==> src/hw/rtl/dsdq_pkg.sv <==
// Shared types and constants for the depth-sorted draw queue.
// Used by dsdq_cell and depth_sorted_draw_queue_core; depends on nothing else.
package dsdq_pkg;

  localparam int CAPACITY = 64;
  localparam int IDX_W    = $clog2(CAPACITY);
  localparam int CNT_W    = $clog2(CAPACITY + 1);

  localparam logic [1:0] CMD_CLEAR = 2'd0;
  localparam logic [1:0] CMD_ADD   = 2'd1;
  localparam logic [1:0] CMD_SORT  = 2'd2;

  typedef struct packed {
    logic signed [31:0] depth;
    logic signed [15:0] prio;
    logic [14:0]        index;
    logic [3:0]         kind;
  } entry_t;

  // Control broadcast from the sequencer to every cell.
  typedef struct packed {
    logic             insert;
    logic             rotate;
    logic [CNT_W-1:0] count;
  } cell_ctl_t;

  typedef enum logic [1:0] {
    ST_IDLE = 2'b01,
    ST_EMIT = 2'b10
  } state_t;

  // True when entry a must be drawn strictly before entry b.
  function automatic logic goes_before(entry_t a, entry_t b);
    logic res;
    if (a.depth != b.depth) begin
      res = (a.depth < b.depth);
    end else begin
      res = (a.prio > b.prio);
    end
    return res;
  endfunction

endpackage

==> src/hw/rtl/dsdq_cell.sv <==
// One slot of the sorted insertion chain.
// Depends on dsdq_pkg for entry_t, cell_ctl_t and the key comparison.
module dsdq_cell import dsdq_pkg::*; (
  input  logic             clk,
  input  logic [IDX_W-1:0] cell_idx,
  input  cell_ctl_t        ctl,
  input  entry_t           new_ent,
  input  entry_t           left_ent,
  input  logic             left_shift,
  input  entry_t           right_ent,
  input  entry_t           head_ent,
  output entry_t           ent,
  output logic             shift
);

  entry_t           ent_r;
  entry_t           ent_nxt;
  logic [CNT_W-1:0] idx_ext;
  logic             occupied;
  logic             at_count;
  logic             is_tail;

  assign idx_ext  = CNT_W'(cell_idx);
  assign occupied = (idx_ext < ctl.count);
  assign at_count = (idx_ext == ctl.count);
  assign is_tail  = (CNT_W'(idx_ext + 1'b1) == ctl.count);

  // The held entries are sorted, so the cells that give way to a new entry
  // form a contiguous run that ends at the first free cell.
  assign shift = (occupied && goes_before(new_ent, ent_r)) || at_count;

  always_comb begin
    ent_nxt = ent_r;
    if (ctl.insert && shift) begin
      ent_nxt = left_shift ? left_ent : new_ent;
    end else if (ctl.rotate && occupied) begin
      ent_nxt = is_tail ? head_ent : right_ent;
    end
  end

  always_ff @(posedge clk) begin
    ent_r <= ent_nxt;
  end

  assign ent = ent_r;

endmodule
==> config.mk <==
export PLATFORM = sky130hd
export DESIGN_NAME = dsdq_cell
export DESIGN_NICKNAME = d
export VERILOG_FILES = /design/src/hw/rtl/dsdq_pkg.sv /design/src/hw/rtl/dsdq_cell.sv
export SDC_FILE = /design/constraint.sdc
export NUM_CORES = 1
export LEC_CHECK = 0
export ABC_AREA = 1
export BUFFER_PORTS_ARGS = -buffer_cell sky130_fd_sc_hd__buf_2
export CAP_MARGIN = 5
export CORE_AREA = 2 2 136 138
export CTS_BUF_LIST = sky130_fd_sc_hd__clkbuf_16
export DETAILED_ROUTE_END_ITERATION = 6
export DIE_AREA = 0 0 138 140
export PLACE_DENSITY = 0.63
export SETUP_SLACK_MARGIN = 0.1
export SLEW_MARGIN = 20
export SYNTH_ARGS = -nofsm -noshare
export SYNTH_HDL_FRONTEND = slang
export SYNTH_SLANG_ARGS = --single-unit
==> constraint.sdc <==
create_clock -name clk -period 8.86 [get_ports clk]
set_input_delay 0.443 -clock clk [delete_from_list [all_inputs] [get_ports clk]]
set_output_delay 0.443 -clock clk [all_outputs]
set_load 0.005 [all_outputs]
==> results of run 1 <==
## metrics by stage
step                      instance area [um^2]  worst slack, ns  std cells
after floorplan                           6330             2.37        861
after global placement                    8220             5.49       1404
after detailed placement                  8220             5.48       1404
after CTS                                 8470             5.33       1419
after global routing                      8480             5.08       1420
final                                     8480             5.40       1420
## worst max-delay path by stage
stage / slack [ns] / from / endpoint
final: 5.40 / ent[66]$_DFFE_PP_ / shift
after detailed placement: 5.48 / new_ent[66] / ent[30]$_DFFE_PP_
after CTS: 5.33 / ent[66]$_DFFE_PP_ / shift
after global placement: 5.49 / new_ent[66] / ent[30]$_DFFE_PP_
after floorplan: 2.37 / ctl[1] / ent[0]$_DFFE_PP_
after global routing: 5.08 / ent[66]$_DFFE_PP_ / shift
## area by class of cell
type	count	area (um^2)
repair buffers	358	1810
clock inverters	6	26.3
clock buffers	9	225
diodes	1	2.50
flip-flops and latches	67	2010
fillers	1846	9300
well taps	229	287
inverters	150	563
multi-input cells	600	3550
## critical path, stage by stage (launching register included)
cell and delay [ns]:
edfxtp_1 0.38, inv_1 0.06, ha_1 0.35, nand2_1 0.09, nor2_1 0.14, nand2_1 0.11
nor2_1 0.22, nand2_1 0.11, nand2_1 0.06, nand2_1 0.05, nand3_1 0.06, nand2_1 0.09
nand2_2 0.08, buf_4 0.64, buf_2 0.25
## per-layer routing
layer | part of all wire | vias up
met3 | 0.060 | 33
met5 | 0.00087 | -
met1 | 0.44 | 2915
met2 | 0.48 | 222
met4 | 0.021 | 4
li1 | - | 3447
## cells by family after synthesis
group	after synthesis	share of synthesized area
flip-flops	67	0.318
multiplexers	65	0.116
XOR/XNOR	6	0.00830
AO/OA/AOI/OAI	104	0.0856
AND/OR/NAND/NOR	370	0.240
buffers and inverters	194	0.124
adder cells (fa/ha/maj)	55	0.109
## cells in the final DEF, fill, tap and decap left out, types with 2 or more instances in the layout
cell / count
nand4_1: 6
xor2_1: 2
ha_1: 55
nor2_1: 17
clkinv_2: 3
buf_2: 352
nand2_2: 2
o21ai_1: 17
a21oi_1: 23
o21a_1: 2
clkbuf_16: 9
edfxtp_1: 67
nand3_1: 79
nand2_1: 264
buf_4: 6
mux2_2: 65
xnor2_1: 4
o22ai_1: 2
o21ai_0: 55
inv_1: 151
## power breakdown
part	switching [mW]	internal, mW	total [mW]
sequential	0.0318	0.449	0.481
combinational	0.319	0.223	0.541
clock	0.132	0.183	0.315
==> metrics, run 1 <==
Hold Buf Count CTS=0; routing usage on met1=0.260; IO Port Bufs=352; initial antenna violation count=3; gr ovfl total=0; hold_ws=0.479 ns; initial core utilization=0.356; setup_tns=0 ns; WL/cell=14.6 um; Reg2Reg Setup Slack=5.68 ns; Max clock buf depth=2; Critical Path AT=between 3 and 4 ns; Synth Flop Type=edfxtp_1; H-tree depth=3; pwr/cell area=158 nW/um^2; Hold Path Depth=5; Total GRT Usage=0.209; final max-slew violation count=0; final worst path period need=3.46 ns; I/O Pins=353; Reg clk slew, reported paths=0.06 ns; largest net degree at the start of global routing=75; Die Area=19,300 um^2; GPL Wtd Cong=~0.89; DRT Wirelength=about 21,000 um; RSZ-0062 raised after global routing=no; # rows=49; # setup viols final=0; worst hold start=right_ent[64]; mean post-synth cell area=about 7.4 um^2; Synth Warn #=0; Synth top area share=0.318; CTS sink cnt=67; crit start category=flop; Max Clock Freq=289 MHz; worst hold endpoint=ent[64]$_DFFE_PP_; Slew HR=0.343; max reg flops=67; fin crit share=0.391; gr busiest metal=met2; Mapped Nets=1,201; Worst Tran Pin Value=0.986 ns; status=finished clean; post-CTS sizing=0; number of setup buffers added after CTS=0; vias per cell=4.66; CP Class=reg2out; register area share after synthesis=0.318; synth top area cells=edfxtp_1, nand2_1, mux2_2; Setup Skew=just over 0.005 ns; WP data required=8.42 ns; share of cells above drive strength 1=0.371; DP HPWL=approximately 16,000 um; clock insertion delay at the later pin of the skew report=around 0.33 ns; die width=138 um; post-synth cell types=27; GR Util met2=0.360; crit end category=output pin; met3 Track Usage GR=0.0455; max cap viols=0; Pwr Total=1.34 mW; Worst Path Max Fanout=68; Net count, final=1,526; cell area after synthesis=6330 um^2; EDFF count, synth=67; Synth async-reset ratio=0; maximum vdd drop=0.0836 mV; worst hold path class=in2reg; vias in the first global route=6,306; worst r2r dst=ent[6]$_DFFE_PP_; total CTS buffers=9; final hold vios=0; core area=17,800 um^2; CTS tree=done; drt pass-1 iters=4; first-pass GRT wire length=32,200 um; count leader, synth=nand2_1; DRC violations left=0; post-route ant nets=0; Die Y=140 um; DRT iter0 DRCs=328; DR vias=6,621; Leakage=4.92 nW; biggest area consumer among synthesized cells=edfxtp_1; register bit total from synthesis=67; clock root cell=clkbuf_16; Synth Instances=around 860; Area Overhead vs Synth=33.9%; Finished Core Util=0.477; R2R depth=15; Reg-to-Reg Start=ent[66]$_DFFE_PP_; Post-synth top cells=nand2_1, inv_1, nand3_1
Note: power is estimated with default switching activity, not from simulation.
==> run 2, diff against run 1 <==
--- a/config.mk
+++ b/config.mk
@@ -8,11 +8,11 @@
 export ABC_AREA = 1
 export BUFFER_PORTS_ARGS = -buffer_cell sky130_fd_sc_hd__buf_2
 export CAP_MARGIN = 5
-export CORE_AREA = 2 2 136 138
+export CORE_AREA = 2 2 135 137
 export CTS_BUF_LIST = sky130_fd_sc_hd__clkbuf_16
 export DETAILED_ROUTE_END_ITERATION = 6
-export DIE_AREA = 0 0 138 140
-export PLACE_DENSITY = 0.63
+export DIE_AREA = 0 0 137 139
+export PLACE_DENSITY = 0.67
 export SETUP_SLACK_MARGIN = 0.1
 export SLEW_MARGIN = 20
 export SYNTH_ARGS = -nofsm -noshare
==> constraint.sdc (replaced) <==
create_clock -name clk -period 2.8 [get_ports clk]
set_input_delay 0.14 -clock clk [delete_from_list [all_inputs] [get_ports clk]]
set_output_delay 0.14 -clock clk [all_outputs]
set_load 0.005 [all_outputs]
==> metrics, run 2 (synthesized netlist as in run 1, its figures left out) <==
status=finished clean (unchanged); CP Class=reg2reg (was reg2out); Reg-to-Reg Start=ent[62]$_DFFE_PP_ (was ent[66]$_DFFE_PP_); WP data required=2.87 ns (was 8.42 ns); final non-filler cell total=1,439 (was 1,420); I/O Pins=353 (unchanged); initial core utilization=0.359 (was 0.356); drt pass-1 iters=5 (was 4); DP HPWL=16,200 um (was 15,900 um); max reg flops=67 (unchanged); clock insertion delay at the later pin of the skew report=0.34 ns (was 0.33 ns); DRT iter0 DRCs=382 (was 328); Worst Tran Pin Value=0.822 ns (was 0.986 ns); Inst Count DP=1,408 (was 1,404); most frequent cells in the layout=buf_2, nand2_1, inv_1 (unchanged); worst r2r dst=ent[4]$_DFFE_PP_ (was ent[6]$_DFFE_PP_); Pwr Total=4.72 mW (was 1.34 mW); Die Y=139 um (was 140 um); Net count, final=1,543 (was 1,526); IO Port Bufs=352 (unchanged); DRT Wirelength=21,700 um (was 20,800 um); most common cell after layout, fill and taps aside=buf_2 (unchanged); WL/cell=15.1 um (was 14.6 um); Hold Path Depth=5 (unchanged); clock root cell=clkbuf_16 (unchanged); first-pass GRT wire length=32,600 um (was 32,200 um); H-tree depth=3 (unchanged); Setup Skew=0.0153 ns (was 0.00510 ns); max cap viols=0 (unchanged); vias per cell=4.68 (was 4.66); core area=17,700 um^2 (was 17,800 um^2); crit end category=flop (was output pin); final hold vios=0 (unchanged); post-route ant nets=0 (unchanged); worst hold start=right_ent[0] (was right_ent[64]); share of cells above drive strength 1=0.387 (was 0.371); total CTS buffers=9 (unchanged); maximum vdd drop=0.369 mV (was 0.0836 mV); Worst Path Max Fanout=7 (was 68); vias in the first global route=6,520 (was 6,306); Fill cells=1,772 (was 1,846); R2R depth=15 (unchanged); RSZ-0062 raised after global routing=no (unchanged); Area after DPL=8320 um^2 (was 8220 um^2); Slew HR=0.452 (was 0.343); Total GRT Usage=0.219 (was 0.209); CTS tree=done (unchanged); # setup viols final=0 (unchanged); pwr/cell area=530 nW/um^2 (was 158 nW/um^2); Leakage=5.11 nW (was 4.92 nW); gr ovfl total=0 (unchanged); initial antenna violation count=3 (unchanged); DRC violations left=0 (unchanged); design area=8910 um^2 (was 8480 um^2); GPL Wtd Cong=0.873 (was 0.892); # rows=49 (unchanged); Max Clock Freq=roughly 400 MHz; setup_tns=0 ns (unchanged); fin crit share=0.892; final max-slew violation count=0 (unchanged); die width=137 um (was 138 um); Reg2Reg Setup Slack=0.30 ns (was 5.68 ns); Reg clk slew, reported paths=0.07 ns (was 0.06 ns); Die Area=19,000 um^2 (was 19,300 um^2); DR vias=6,738 (was 6,621); Area Overhead vs Synth=40.7% (was 33.9%); Critical Path AT=2.57 ns (was 3.02 ns); Max clock buf depth=2 (unchanged); largest net degree at the start of global routing=76 (was 75); worst hold endpoint=ent[0]$_DFFE_PP_ (was ent[64]$_DFFE_PP_); CTS sink cnt=67 (unchanged); worst hold path class=in2reg (unchanged); crit start category=flop (unchanged); final worst path period need=2.50 ns
run 2: worst max-delay path by stage:
stage / end / from / slack (ns) / depth (start not counted)
after global routing: ent[21]$_DFFE_PP_ / ent[34]$_DFFE_PP_ / 0.07 / 16
after global placement: ent[32]$_DFFE_PP_ / ent[62]$_DFFE_PP_ / 0.35 / 16
after detailed placement: ent[25]$_DFFE_PP_ / ent[66]$_DFFE_PP_ / 0.25 / 15
after floorplan: ent[0]$_DFFE_PP_ / ent[32]$_DFFE_PP_ / 0.01 / 16
final: ent[4]$_DFFE_PP_ / ent[62]$_DFFE_PP_ / 0.30 / 15
after CTS: shift / ent[32]$_DFFE_PP_ / 0.17 / 14
run 2: routing by layer:
metal,up-vias,share of wire,global-route usage
li1,3487,-,-
met5,-,0.00051,0
met2,248,0.49,0.385
met3,36,0.065,0.0380
met1,2965,0.42,0.265
met4,2,0.024,0.0808
run 2: critical path, cell delays in order, from the launching register on:
cell,delay [ns]
edfxtp_1,0.39
inv_1,0.07
ha_1,0.23
a21oi_1,0.20
o21ai_0,0.13
nand2_1,0.07
nand2_1,0.04
a21oi_1,0.18
nand3_1,0.11
nand3_1,0.09
nand2_1,0.09
nand2_4,0.11
nand2_4,0.08
o21ai_4,0.10
buf_4,0.18
clkbuf_16,0.15
run 2: through the flow:
step	setup WS [ns]	hold slack [ns]	utilization
3_5_place_dp	0.250	0.517	0.471
3_3_place_gp	0.351	0.513	0.471
6_report	0.302	0.164	0.505
4_1_cts	0.169	0.149	0.490
2_1_floorplan	0.0107	0.420	-
5_1_grt	0.0744	0.175	0.504
run 2: final cells by class:
cell class                      count  area (um^2)  share of cell area
Multi-Input combinational cell    600         3580               0.402
Antenna cell                        2         5.00            0.000562
Tap cell                          229          287              0.0322
Sequential cell                    67         2010               0.226
Clock inverter                      7          103              0.0115
Timing Repair Buffer              375         2130               0.239
Inverter                          150          563              0.0632
Clock buffer                        9          225              0.0253
run 2: where the power goes:
group / switching [mW] / internal, mW
registers: 0.0970 / 1.42
clock network: 0.476 / 0.786
logic: 1.07 / 0.876
run 2: timing repair:
action,in CTS,in global routing
pin swaps,0,2
setup endpoints to repair,1,116
gates cloned,0,7
hold buffers,0,0
resized for setup,1,16
buffers inserted,0,6
